$ cat config.mk
export PLATFORM = sky130hd
export DESIGN_NAME = serial_command_frame_parser_unit
export DESIGN_NICKNAME = d
export VERILOG_FILES = /design/src/design/sfp_pkg.sv /design/src/design/sfp_cfg_regs.sv /design/src/design/sfp_parse.sv /design/src/design/serial_command_frame_parser_unit.sv
export SDC_FILE = /design/constraint.sdc
export NUM_CORES = 1
export LEC_CHECK = 0
export BUFFER_PORTS_ARGS = -buffer_cell sky130_fd_sc_hd__buf_2
export CORE_MARGIN = 3
export CORE_UTILIZATION = 46
export DETAILED_ROUTE_END_ITERATION = 8
export PLACE_DENSITY = 0.65
export SETUP_SLACK_MARGIN = 0.15
export SLEW_MARGIN = 40
export SYNTH_ARGS = -nofsm -noshare
export SYNTH_HDL_FRONTEND = slang
export SYNTH_SLANG_ARGS = --single-unit
$ cat constraint.sdc
create_clock -name clk -period 3.2 [get_ports clk]
set_clock_uncertainty 0.05 [all_clocks]
set_input_delay 0.64 -clock clk [delete_from_list [all_inputs] [get_ports clk]]
set_output_delay 0.64 -clock clk [all_outputs]
set_load 0.005 [all_outputs]
$ cat src/design/sfp_pkg.sv
// shared types and codes for the serial command frame parser
// no dependencies
package sfp_pkg;

	localparam int BYTE_W    = 8;
	localparam int CFG_IDX_W = 2;

	typedef enum logic [1:0] {
		ST_TAKEN = 2'd0,
		ST_DROP  = 2'd1,
		ST_GOOD  = 2'd2,
		ST_RANGE = 2'd3
	} status_t;

	typedef enum logic [CFG_IDX_W-1:0] {
		CFG_HEADER  = 2'd0,
		CFG_TRAILER = 2'd1,
		CFG_CTL_LIM = 2'd2,
		CFG_LVL_LIM = 2'd3
	} cfg_idx_t;

	typedef struct packed {
		logic [BYTE_W-1:0] header_byte;
		logic [BYTE_W-1:0] trailer_byte;
		logic [BYTE_W-1:0] control_limit;
		logic [BYTE_W-1:0] level_limit;
	} cfg_t;

	// bytes kept across the frame
	typedef struct packed {
		logic [BYTE_W-1:0] sum;
		logic [BYTE_W-1:0] ctl;
		logic [BYTE_W-1:0] lvl;
		logic [BYTE_W-1:0] chk;
	} hold_t;

	typedef struct packed {
		status_t           status;
		logic [BYTE_W-1:0] control_value;
		logic [BYTE_W-1:0] level_value;
	} res_t;

endpackage

$ cat src/design/sfp_cfg_regs.sv
// configuration register file of the frame parser
// depends on sfp_pkg
module sfp_cfg_regs (
	input  logic                           clk,
	input  logic                           arst_n,
	input  logic                           cfg_we,
	input  logic [sfp_pkg::CFG_IDX_W-1:0]  cfg_index,
	input  logic [sfp_pkg::BYTE_W-1:0]     cfg_data,
	output sfp_pkg::cfg_t                  cfg
);
	import sfp_pkg::*;

	cfg_t cfg_q;

	always_ff @(posedge clk or negedge arst_n) begin
		if (!arst_n) begin
			cfg_q.header_byte   <= 8'h5A;
			cfg_q.trailer_byte  <= 8'hA5;
			cfg_q.control_limit <= 8'd2;
			cfg_q.level_limit   <= 8'd100;
		end else if (cfg_we) begin
			case (cfg_idx_t'(cfg_index))
				CFG_HEADER:  cfg_q.header_byte   <= cfg_data;
				CFG_TRAILER: cfg_q.trailer_byte  <= cfg_data;
				CFG_CTL_LIM: cfg_q.control_limit <= cfg_data;
				CFG_LVL_LIM: cfg_q.level_limit   <= cfg_data;
				default: ;
			endcase
		end
	end

	assign cfg = cfg_q;

endmodule

$ cat src/design/sfp_parse.sv
// per-byte frame parsing logic: next frame state and result
// depends on sfp_pkg
module sfp_parse #(
	parameter int FRAME_LEN = 6,
	parameter int CNT_W     = $clog2(FRAME_LEN + 1)
) (
	input  sfp_pkg::cfg_t              cfg,
	input  logic [sfp_pkg::BYTE_W-1:0] rx_byte,
	input  logic [CNT_W-1:0]           cnt,
	input  sfp_pkg::hold_t             hold,
	output logic [CNT_W-1:0]           cnt_nxt,
	output sfp_pkg::hold_t             hold_nxt,
	output sfp_pkg::res_t              res
);
	import sfp_pkg::*;

	localparam logic [CNT_W-1:0] LAST_CNT = CNT_W'(FRAME_LEN);
	localparam logic [CNT_W-1:0] CHK_POS  = CNT_W'(FRAME_LEN - 2);
	localparam logic [CNT_W-1:0] CTL_POS  = CNT_W'(1);
	localparam logic [CNT_W-1:0] LVL_POS  = CNT_W'(2);

	hold_t            upd;
	logic [CNT_W-1:0] cnt_inc;
	logic             fail;

	always_comb begin
		upd     = hold;
		cnt_inc = cnt + CNT_W'(1);
		if (cnt < CHK_POS) upd.sum = hold.sum + rx_byte;
		if (cnt == CTL_POS) upd.ctl = rx_byte;
		if (cnt == LVL_POS) upd.lvl = rx_byte;
		if (cnt == CHK_POS) upd.chk = rx_byte;
		fail = (cnt_inc != LAST_CNT) || (upd.chk != upd.sum);

		cnt_nxt  = '0;
		hold_nxt = '0;
		res      = '{status: ST_TAKEN, control_value: '0, level_value: '0};

		if ((cnt == '0 && rx_byte != cfg.header_byte) || cnt == LAST_CNT) begin
			res.status = ST_DROP;
		end else if (rx_byte != cfg.trailer_byte) begin
			cnt_nxt  = cnt_inc;
			hold_nxt = upd;
		end else if (fail) begin
			res.status = ST_DROP;
		end else if (upd.ctl > cfg.control_limit || upd.lvl > cfg.level_limit) begin
			res.status = ST_RANGE;
		end else begin
			res.status        = ST_GOOD;
			res.control_value = upd.ctl;
			res.level_value   = upd.lvl;
		end
	end

endmodule

$ cat src/design/serial_command_frame_parser_unit.sv
// top level of the serial command frame parser
// depends on sfp_pkg, sfp_cfg_regs and sfp_parse
//
//  channel | signals                                 | direction
//  rx      | rx_valid, rx_stall, rx_byte             | byte request in
//  res     | res_valid, res_stall, status, ctl, lvl  | result request out
//  cfg     | cfg_we, cfg_index, cfg_data             | register write in
//
// one result per accepted byte; a byte can be taken every cycle while rx_stall is low
// each byte passes through the input register, then parse logic into the result register
// the frame state updates when a byte moves from the input register to the result register
// rx_stall rises only while both the input register and the result register are full
// and the result side stalls; reset clears the frame state and both valid flags
module serial_command_frame_parser_unit #(
	parameter int FRAME_LEN = 6
) (
	input  logic                          clk,
	input  logic                          arst_n,
	// byte input
	input  logic                          rx_valid,
	output logic                          rx_stall,
	input  logic [sfp_pkg::BYTE_W-1:0]    rx_byte,
	// result output
	output logic                          res_valid,
	input  logic                          res_stall,
	output logic [1:0]                    status,
	output logic [sfp_pkg::BYTE_W-1:0]    control_value,
	output logic [sfp_pkg::BYTE_W-1:0]    level_value,
	// configuration writes
	input  logic                          cfg_we,
	input  logic [sfp_pkg::CFG_IDX_W-1:0] cfg_index,
	input  logic [sfp_pkg::BYTE_W-1:0]    cfg_data
);
	import sfp_pkg::*;

	// counter must hold FRAME_LEN itself (frame overran without a trailer)
	localparam int CNT_W = $clog2(FRAME_LEN + 1);

	cfg_t cfg;

	// input register
	logic              valid_s1;
	logic [BYTE_W-1:0] byte_s1;

	// frame state
	logic [CNT_W-1:0]  cnt_q;
	hold_t             hold_q;

	// parse logic outputs
	logic [CNT_W-1:0]  cnt_nxt;
	hold_t             hold_nxt;
	res_t              res_nxt;

	// result register
	logic              valid_s2;
	res_t              res_s2;

	logic              advance;

	sfp_cfg_regs u_cfg (
		.clk       (clk),
		.arst_n    (arst_n),
		.cfg_we    (cfg_we),
		.cfg_index (cfg_index),
		.cfg_data  (cfg_data),
		.cfg       (cfg)
	);

	sfp_parse #(
		.FRAME_LEN (FRAME_LEN),
		.CNT_W     (CNT_W)
	) u_parse (
		.cfg      (cfg),
		.rx_byte  (byte_s1),
		.cnt      (cnt_q),
		.hold     (hold_q),
		.cnt_nxt  (cnt_nxt),
		.hold_nxt (hold_nxt),
		.res      (res_nxt)
	);

	// byte moves on when the result register is free or being emptied
	assign advance  = valid_s1 && (!valid_s2 || !res_stall);
	assign rx_stall = valid_s1 && !advance;

	// input register
	always_ff @(posedge clk or negedge arst_n) begin
		if (!arst_n) begin
			valid_s1 <= 1'b0;
		end else if (!rx_stall) begin
			valid_s1 <= rx_valid;
		end
	end

	always_ff @(posedge clk) begin
		if (rx_valid && !rx_stall) begin
			byte_s1 <= rx_byte;
		end
	end

	// frame state, advanced once per parsed byte
	always_ff @(posedge clk or negedge arst_n) begin
		if (!arst_n) begin
			cnt_q  <= '0;
			hold_q <= '0;
		end else if (advance) begin
			cnt_q  <= cnt_nxt;
			hold_q <= hold_nxt;
		end
	end

	// result register
	always_ff @(posedge clk or negedge arst_n) begin
		if (!arst_n) begin
			valid_s2 <= 1'b0;
			res_s2   <= '{status: ST_TAKEN, control_value: '0, level_value: '0};
		end else if (advance) begin
			valid_s2 <= 1'b1;
			res_s2   <= res_nxt;
		end else if (!res_stall) begin
			valid_s2 <= 1'b0;
		end
	end

	assign res_valid     = valid_s2;
	assign status        = res_s2.status;
	assign control_value = res_s2.control_value;
	assign level_value   = res_s2.level_value;

endmodule

; After elaboration in Yosys (flattened, before gate mapping)
; Index checks and enable logic that the tools add are counted.
[op_classes]
n_addsub = 2
n_eq_ne = 12
n_reduce_logical = 18
order_cmp = 3
mux = 17
[op_table]
columns = op, count
row1 = 2-to-1 mux 32 bit, 2
row2 = 2-to-1 mux 16 bit, 3
row3 = 2-to-1 mux 8 bit, 4
row4 = != test 8 bit, 3
row5 = 2-to-1 mux 18 bit, 1
row6 = greater-than comparator 8 bit, 2
row7 = adder 8 bit, 1
row8 = AND reduction 2 bit, 4
row9 = == test 3 bit (second input constant), 2
row10 = 2-to-1 mux 3 bit, 2
row11 = == test 2 bit (second input constant), 2
row12 = logical AND 1 bit, 4
row13 = zero test 1 bit, 4
row14 = logical OR 1 bit, 4
row15 = 2-to-1 mux 2 bit, 2
row16 = adder 3 x 1 -> 3 bit (second input constant), 1
row17 = == test 3 x 1 -> 1 bit (second input constant), 1
row18 = == test 3 x 2 -> 1 bit (second input constant), 1
row19 = zero test 3 bit, 1
row20 = < comparator 3 bit (second input constant), 1
row21 = 2-to-1 mux 1 bit, 3
row22 = != test 3 bit (second input constant), 1
row23 = == test 2 x 1 -> 1 bit (second input constant), 1
row24 = zero test 2 bit, 1
row25 = != test 2 x 1 -> 1 bit (second input constant), 1
[totals]
output_inout_bits = 20
wordCells = 67
input_bits = 23
regBits = 95

; Depth between registers and ports, before layout
; Gate-level depths: netlist of the first run.
[depth]
ltp_word = 8
mapped_depth = 15

; Hierarchy
; Synthesis of the first run repeated with hierarchy kept, for this count alone.
[unflattened]
hier_cells = 511
area_unflattened_um2 = 5826.8
[modules_own_cells]
columns = mod, seq_area_each_um2, cells_each, area_each_um2, instances
row1 = serial_command_frame_parser_unit, 1616.6, 127, 2309.7, 1
row2 = sfp_parse, 0.0, 316, 2289.7, 1
row3 = sfp_cfg_regs, 815.8, 68, 1227.4, 1

; Worst setup path after synthesis of the first run
; OpenSTA, ideal clock, no wires.
[synth_timing]
kind = flip-flop to flip-flop
start = register cnt_q[0]
end = register res_s2 (netlist bit control_value[0])
setup_slack_ns = 0.354
path_stages_with_launch = 15
synth_period_minus_slack_ns = 2.846
n_path_buf = 1
arrival_ns = 2.703
cell_sequence = dfrtp_1 -> inv_1 -> ha_1 -> nand2_1 -> mux2i_1 -> inv_1 -> ha_1 -> a21oi_1 -> o21ai_0 -> mux2i_1 -> a21oi_1 -> nor2_1 -> nand4_4 -> buf_6 -> o31ai_2
[synth_between]
elab_chain_len = 8
elab_cells_between_ends = 23
classes_between = 1 x add/sub / 3 x order compare / 6 x eq/ne / 8 x mux / 5 x reduce/logical
[synth_rtl]
columns = element, line
row1 = "start, declared", serial_command_frame_parser_unit.sv:46  ; logic [CNT_W-1:0] cnt_q;
row2 = "start signal, assigned", serial_command_frame_parser_unit.sv:107  ; cnt_q <= cnt_nxt;
row3 = == test 3 x 1 -> 1 bit or == test 3 x 2 -> 1 bit (tied branches), "sfp_parse.sv:30, sfp_parse.sv:31"
row4 = "2-to-1 mux 8 bit, on equally long branches", "sfp_parse.sv:30, sfp_parse.sv:31"
row5 = greater-than comparator 8 bit, sfp_parse.sv:46  ; end else if (upd.ctl > cfg.control_limit || upd.lvl > cfg.level_limit) begin
row6 = logical OR 1 bit, sfp_parse.sv:46
row7 = 2-to-1 mux 16 bit, sfp_parse.sv:46
row8 = 2-to-1 mux 16 bit, sfp_parse.sv:44  ; end else if (fail) begin
row9 = 2-to-1 mux 18 bit, sfp_parse.sv:41  ; end else if (rx_byte != cfg.trailer_byte) begin
row10 = 2-to-1 mux 16 bit *, sfp_parse.sv:39  ; if ((cnt == '0 && rx_byte != cfg.header_byte) || cnt == LAST_CNT) begin
row11 = "end signal, assigned", serial_command_frame_parser_unit.sv:116  ; res_s2 <= '{status: ST_TAKEN, control_value: '0, level_value: '0};
row12 = "end signal, assigned", serial_command_frame_parser_unit.sv:119  ; res_s2 <= res_nxt;
row13 = "end, declared", serial_command_frame_parser_unit.sv:56  ; res_t res_s2;
; Mark *: on every way between the ends. The rest lies on a longest branch, timed or not.
; A chain may end at the register's enable or synchronous reset.

; Worst setup path in the final report of the first run
[layout_timing]
start = register byte_s1[3]
end = register res_s2 (netlist bit level_value[7])
[layout_between]
elab_chain_len = 7
elab_cells_between_ends = 18
classes_between = 1 x add/sub / 2 x order compare / 3 x eq/ne / 8 x mux / 4 x reduce/logical
[layout_rtl]
columns = element, line
row1 = "start, declared", serial_command_frame_parser_unit.sv:43  ; logic [BYTE_W-1:0] byte_s1;
row2 = "start signal, assigned", serial_command_frame_parser_unit.sv:97  ; byte_s1 <= rx_byte;
row3 = "adder 8 bit, or another cell as far along", sfp_parse.sv:29  ; if (cnt < CHK_POS) upd.sum = hold.sum + rx_byte;
row4 = 2-to-1 mux 8 bit or greater-than comparator 8 bit (tied branches), "sfp_parse.sv:29, sfp_parse.sv:46"
row5 = != test 8 bit or logical OR 1 bit (tied branches), "sfp_parse.sv:33, sfp_parse.sv:46"
row6 = logical OR 1 bit or 2-to-1 mux 16 bit (tied branches), "sfp_parse.sv:33, sfp_parse.sv:46"
row7 = 2-to-1 mux 16 bit, sfp_parse.sv:44
row8 = 2-to-1 mux 18 bit, sfp_parse.sv:41
row9 = 2-to-1 mux 16 bit *, sfp_parse.sv:39
; Marked as above.

==> metrics.txt, run 1 <==
cells after synthesis=472; Async SR Flop Fraction=91.58%; clock buffer depth=2; Worst Path Max Fanout=7; Slew Limit Fails=0; fill count=944; FF+latch area=2432 um^2; Routed Antenna Nets=0; Die Y=112.3 um; Placer Congestion=0.8597; fmax=340.0 MHz; multi-input logic area=2635 um^2; Total GRT Usage=20.38%; Design Area, Final=6081 um^2; I/O pins=43; Final nets=586; count leader, synth=dfrtp_1; fin util=55.61%; worst endpoint required time=3.40 ns; die area=12610 um^2; Mean Syn Cell Area=11.01 um^2; grt total ovfl=0; CTS Sinks=95; number of global-route vias before repair=3822; R2R Setup Slk=0.26 ns; Hold Path Class=input port to async pin; DRC violation total after the first TritonRoute iteration=171; CTS tree=done; # rows=38; largest area contributor in the netlist=dfrtp_1; Post-Syn Nets=523; Cell variety after synth=58; hold buffers post-CTS=0; Max Cap Violations=0; worst skew pair latency=0.34 ns; Slew Limit Headroom=50.98%; Reg2Reg Depth=9; register area share after synthesis=46.79%; top post-synthesis cells by count=dfrtp_1 (75), nand2_1 (49), inv_1 (36), mux2_2 (33), o21ai_0 (30); period utilization=91.92%; Die W=112.3 um; core box area=10940 um^2; ranking of synthesized cells by area=dfrtp_1 (36%), mux2_2 (7.1%), ha_1 (6.5%); CTS Buf Count=9; synthesis warning total=0; Worst setup SP type=flop; DR pass1 iterations=4; largest net degree at the start of global routing=86; Synth Register Bits=95; element type at the critical path end=flop; antenna cells=0; clock slew at reported path FFs=0.07 ns; H-tree levels=3; Power Dens Cells=642.1 nW/um^2; DR DRC count=0; reg-to-reg endpoint=level_value[7]$_DFFE_PN0P_; final HPWL from detailed placement=8.499 mm; initial antenna violation count=0; P_leak=2.890 nW; I/O Buffers=42; via count=3768; first-pass GRT wire length=20.17 mm; crit path DAT=3.14 ns; Placed Area=5633 um^2; Final setup viols=0; main flop type after synthesis=dfrtp_1; fin crit period=2.941 ns; Mapped Area=5199 um^2; Avg WL per Cell=18.31 um; Post-Place Worst Slack=-0.1716 ns; ratio of cells with drive above 1 in the final layout=30.19%; worst vdd ir=0.3468 mV; area grow syn2layout=16.97%; critical setup path kind=flop to flop; RR Startpoint=byte_s1[3]$_DFFE_PP_; final wirelength=12.45 mm; via-per-instance ratio=5.541; unrepaired setup endpoints after global routing=yes; Final Hold Fails=0; setup TNS=0 ns; Initial Util=47.54%; slew at the pin closest to its max-slew limit=0.7325 ns; share of the synthesized area in the top cell type=36.10%; Worst Setup Slack, final=0.2585 ns; Root Buffer=clkbuf_16; status=finished clean; Post-synth EDFFs=8
## flip-flops by register name, summed over array words and instances (netlist names)
signal	flops
hold_q	32
u_cfg.cfg	32
byte_s1	8
control_value	8
level_value	8
cnt_q	3
status	2
res_valid	1
valid_s1	1
## where the power goes
part / leakage (nW) / internal [mW] / switching, mW
clock: 0.133 / 0.532 / 0.486
sequential: 1.19 / 1.39 / 0.124
combinational: 1.56 / 0.628 / 0.747
total: 2.89 / 2.55 / 1.36
## kinds of logic (layout without fill, tap and decap cells)
group / count (synthesis) / in the layout / share of synthesized area, %
AND/OR/NAND/NOR: 114 / 115 / 11.65
AO/OA/AOI/OAI: 95 / 95 / 13.53
flip-flops: 95 / 95 / 46.79
multiplexers: 55 / 55 / 11.38
buffers and inverters: 55 / 122 / 4.452
XOR/XNOR: 30 / 30 / 5.319
adder cells (fa/ha/maj): 28 / 28 / 6.883
## cells in the final DEF, fill, tap and decap left out, types with 5 or more instances in the layout
cell and n:
nand2_1 47, ha_1 25, nand2b_1 5, buf_4 26, o21ai_0 28, nand4_1 7, xnor2_1 17, mux2i_1 15
nor2_1 12, o31ai_1 8, o31ai_2 9, clkbuf_16 9, nand3_1 6, inv_1 36, dfstp_2 12, a22o_1 14
buf_2 41, nor3b_1 5, dfrtp_1 75, a21oi_1 10, mux2_2 33, edfxtp_1 8, xor2_1 12
## through the flow
stage               power (mW)  hold slack [ns]  std cells
finish                   3.905           0.2796        680
global placement         2.745           0.4077        654
detailed placement       2.789           0.4145        654
CTS                      3.818           0.3299        673
global route             4.116           0.3300        680
floorplan                2.434           0.2944        472
## layout make-up
cell class,instances,share of cell area (%)
multi-input cells,323,43.33
flip-flops and latches,95,40.00
repair buffers,69,6.996
clock buffers,10,3.765
well taps,140,2.881
inverters,37,2.284
clock inverters,6,0.7407
## repair_timing
action	in CTS	in global routing
setup buffers	3	6
endpoints found under the setup margin	17	18
cloned	0	1
pin swaps	1	4
gates resized for setup	4	20
## routing by layer
metal	wire, um	vias up	GRT usage [%]
li1	-	1804	-
met1	6032	1832	29.51
met2	5517	110	30.87
met3	607	22	3.181
met4	295	0	7.933
met5	0	-	0
## critical path, cell delays in order, from the launching register on
cell and delay, ns:
edfxtp_1 0.40, ha_1 0.41, or3b_2 0.50, a211o_1 0.30
o211ai_1 0.13, nand4_1 0.23, nor4_4 0.26, nand4_4 0.17
buf_4 0.22, o31ai_1 0.19
## how the worst max path moves through the flow
stage	start	to	slack, ns	depth (start not counted)
floorplan	cnt_q[0]$_DFFE_PN0P_	control_value[0]$_DFFE_PN0P_	0.35	14
global placement	cnt_q[0]$_DFFE_PN0P_	level_value[7]$_DFFE_PN0P_	0.05	12
detailed placement	cnt_q[0]$_DFFE_PN0P_	level_value[4]$_DFFE_PN0P_	-0.17	13
CTS	byte_s1[1]$_DFFE_PP_	control_value[7]$_DFFE_PN0P_	0.16	10
global route	cnt_q[0]$_DFFE_PN0P_	level_value[7]$_DFFE_PN0P_	0.10	14
finish	byte_s1[3]$_DFFE_PP_	level_value[7]$_DFFE_PN0P_	0.26	9
No activity file was read; power rests on OpenSTA's default activity.
==> run 2: changes to the inputs <==
CELL_PAD_IN_SITES_DETAIL_PLACEMENT = 1   (was unset)
CELL_PAD_IN_SITES_GLOBAL_PLACEMENT = 1   (was unset)
PLACE_DENSITY = 0.78   (was 0.65)
==> run 2 against run 1 <==
  * Final cell count increased by 0.59%
  * Worst setup slack got worse by 0.067 ns
  * Combinational power increased by 14%
  * Largest power group is now combinational logic
==> metrics.txt, run 2 (same netlist as run 1, synthesis figures left out) <==
CTS Buf Count=9 (unchanged); # rows=38 (unchanged); Worst setup SP type=flop (unchanged); die area=12610 um^2 (unchanged); R2R Setup Slk=0.19 ns (was 0.26 ns); CTS Sinks=95 (unchanged); clock slew at reported path FFs=0.07 ns (about the same); Final nets=590 (was 586); core box area=10940 um^2 (unchanged); number of global-route vias before repair=4219 (was 3822); area grow syn2layout=21.52% (was 16.97%); Placed Area=5657 um^2 (was 5633 um^2); Reg2Reg Depth=9 (unchanged); Final setup viols=0 (unchanged); Placer Congestion=0.8342 (was 0.8597); Min Hold Slack=0.2725 ns (was 0.2796 ns); Routed Antenna Nets=0 (unchanged); Max Cap Violations=0 (unchanged); DR pass1 iterations=6 (was 4); Root Buffer=clkbuf_16 (unchanged); fill count=1183 (was 944); slew at the pin closest to its max-slew limit=0.6917 ns (was 0.7325 ns); CTS tree=done (unchanged); multi-input logic area=2789 um^2 (was 2635 um^2); H-tree levels=3 (unchanged); Slew Limit Fails=0 (unchanged); Post-Place Worst Slack=-0.2243 ns (was -0.1716 ns); CP Launch Point=byte_s1[3]$_DFFE_PP_ (unchanged); Hold Path Class=input port to async pin (unchanged); I/O Buffers=42 (unchanged); element type at the critical path end=flop (unchanged); final HPWL from detailed placement=9.943 mm (was 8.499 mm); status=finished clean (unchanged); Die W=112.3 um (unchanged); Power Dens Cells=664.1 nW/um^2 (was 642.1 nW/um^2); period utilization=94.01% (was 91.92%); fin crit period=3.008 ns (was 2.941 ns); Initial Util=47.54% (unchanged); grt total ovfl=0 (unchanged); I/O pins=43 (unchanged); Final Hold Fails=0 (unchanged); reg-to-reg endpoint=level_value[1]$_DFFE_PN0P_ (was level_value[7]$_DFFE_PN0P_); Worst Path Max Fanout=6 (was 7); Total GRT Usage=23.24% (was 20.38%); crit path to=level_value[1]$_DFFE_PN0P_ (was level_value[7]$_DFFE_PN0P_); Die Y=112.3 um (unchanged); fmax=332.4 MHz (was 340.0 MHz); via-per-instance ratio=5.830 (was 5.541); worst skew pair latency=0.35 ns (was 0.34 ns); Slew Limit Headroom=53.72% (was 50.98%); RR Startpoint=byte_s1[3]$_DFFE_PP_ (unchanged); commonest non-fill, non-tap cell in the layout=dfrtp_1 (unchanged); worst vdd ir=0.3377 mV (was 0.3468 mV); P_leak=2.929 nW (was 2.890 nW); DRC violation total after the first TritonRoute iteration=234 (was 171); Worst Setup Slack, final=0.1917 ns (was 0.2585 ns); clock buffer depth=2 (unchanged); final wirelength=14.98 mm (was 12.45 mm); most frequent cells in the layout=dfrtp_1 (74), nand2_1 (47), buf_2 (41), inv_1 (34), mux2_2 (33) (was dfrtp_1 (75), nand2_1 (47), buf_2 (41), inv_1 (36), mux2_2 (33)); antenna cells=0 (unchanged); ratio of cells with drive above 1 in the final layout=33.82% (was 30.19%); crit path DAT=3.22 ns (was 3.14 ns); FF+latch area=2434 um^2 (was 2432 um^2); Avg WL per Cell=21.91 um (was 18.31 um); Design Area, Final=6317 um^2 (was 6081 um^2); largest net degree at the start of global routing=88 (was 86); worst endpoint required time=3.41 ns (was 3.40 ns); DR DRC count=0 (unchanged); Final Non-Filler Cells=684 (was 680); via count=3988 (was 3768); initial antenna violation count=0 (unchanged); critical setup path kind=flop to flop (unchanged); placed cells=656 (was 654); first-pass GRT wire length=22.85 mm (was 20.17 mm); unrepaired setup endpoints after global routing=yes (unchanged)
-- run 2: cell count changes in the layout (fill, tap and decap cells not counted), sizes merged --
cell,before,now
clkbuf,11,13
inv,38,36
clkinvlp,1,0
bufinv,0,1
buf,68,72
-- run 2: through the flow --
| stage | utilization [%] | TNS (ns) | power, mW |
|---|---|---|---|
| 5_1_grt | 57.77 | 0 | 4.407 |
| 4_1_cts | 54.90 | 0 | 3.984 |
| 3_5_place_dp | 51.73 | -3.144 | 2.852 |
| 6_report | 57.77 | 0 | 4.195 |
| 2_1_floorplan | - | 0 | 2.434 |
| 3_3_place_gp | 51.73 | -0.1348 | 2.755 |
-- run 2: what timing repair did --
item | 4_1_cts | 5_1_grt
hold buffers | 0 | 0
buffers inserted | 2 | 8
pin swaps | 1 | 14
resized for setup | 6 | 45
setup endpoints to repair | 17 | 17
gates cloned | 0 | 2
-- run 2: metal layers --
metal	GRT usage (%)	up-vias	share of wire, %
met2	38.58	102	50
met1	30.53	2043	42
met3	4.906	31	4.6
met5	0	-	0
li1	-	1812	-
met4	7.692	0	3.1
-- run 2: worst min-delay path by stage --
stage | start | endpoint | cells after the start | slack [ns]
floorplan | arst_n | cnt_q[0]$_DFFE_PN0P_ | 0 | 0.29
global placement | level_value[0]$_DFFE_PN0P_ | level_value[0]$_DFFE_PN0P_ | 2 | 0.41
detailed placement | control_value[0]$_DFFE_PN0P_ | control_value[0]$_DFFE_PN0P_ | 2 | 0.42
CTS | arst_n | control_value[4]$_DFFE_PN0P_ | 2 | 0.30
global route | arst_n | control_value[2]$_DFFE_PN0P_ | 2 | 0.31
finish | arst_n | control_value[2]$_DFFE_PN0P_ | 2 | 0.27
-- run 2: area by class of cell --
| class | instances | share of cell area [%] |
|---|---|---|
| Inverter | 37 | 2.198 |
| Clock inverter | 4 | 0.8913 |
| Multi-Input combinational cell | 323 | 44.15 |
| Sequential cell | 95 | 38.52 |
| Tap cell | 140 | 2.773 |
| Clock buffer | 12 | 3.743 |
| Timing Repair Buffer | 73 | 7.724 |
-- run 2: critical path, stage by stage (launching register included) --
cell,delay [ns]
edfxtp_1,0.45
ha_4,0.34
or3b_4,0.38
a211o_1,0.29
o211ai_1,0.12
nand4_1,0.25
nor4_4,0.44
nand4_4,0.19
buf_4,0.19
o31ai_1,0.20
-- run 2: report_power, final --
part           leakage (nW)  internal [mW]  switching (mW)
registers              1.19           1.39           0.139
logic                  1.60          0.708           0.868
clock network         0.141          0.612           0.479
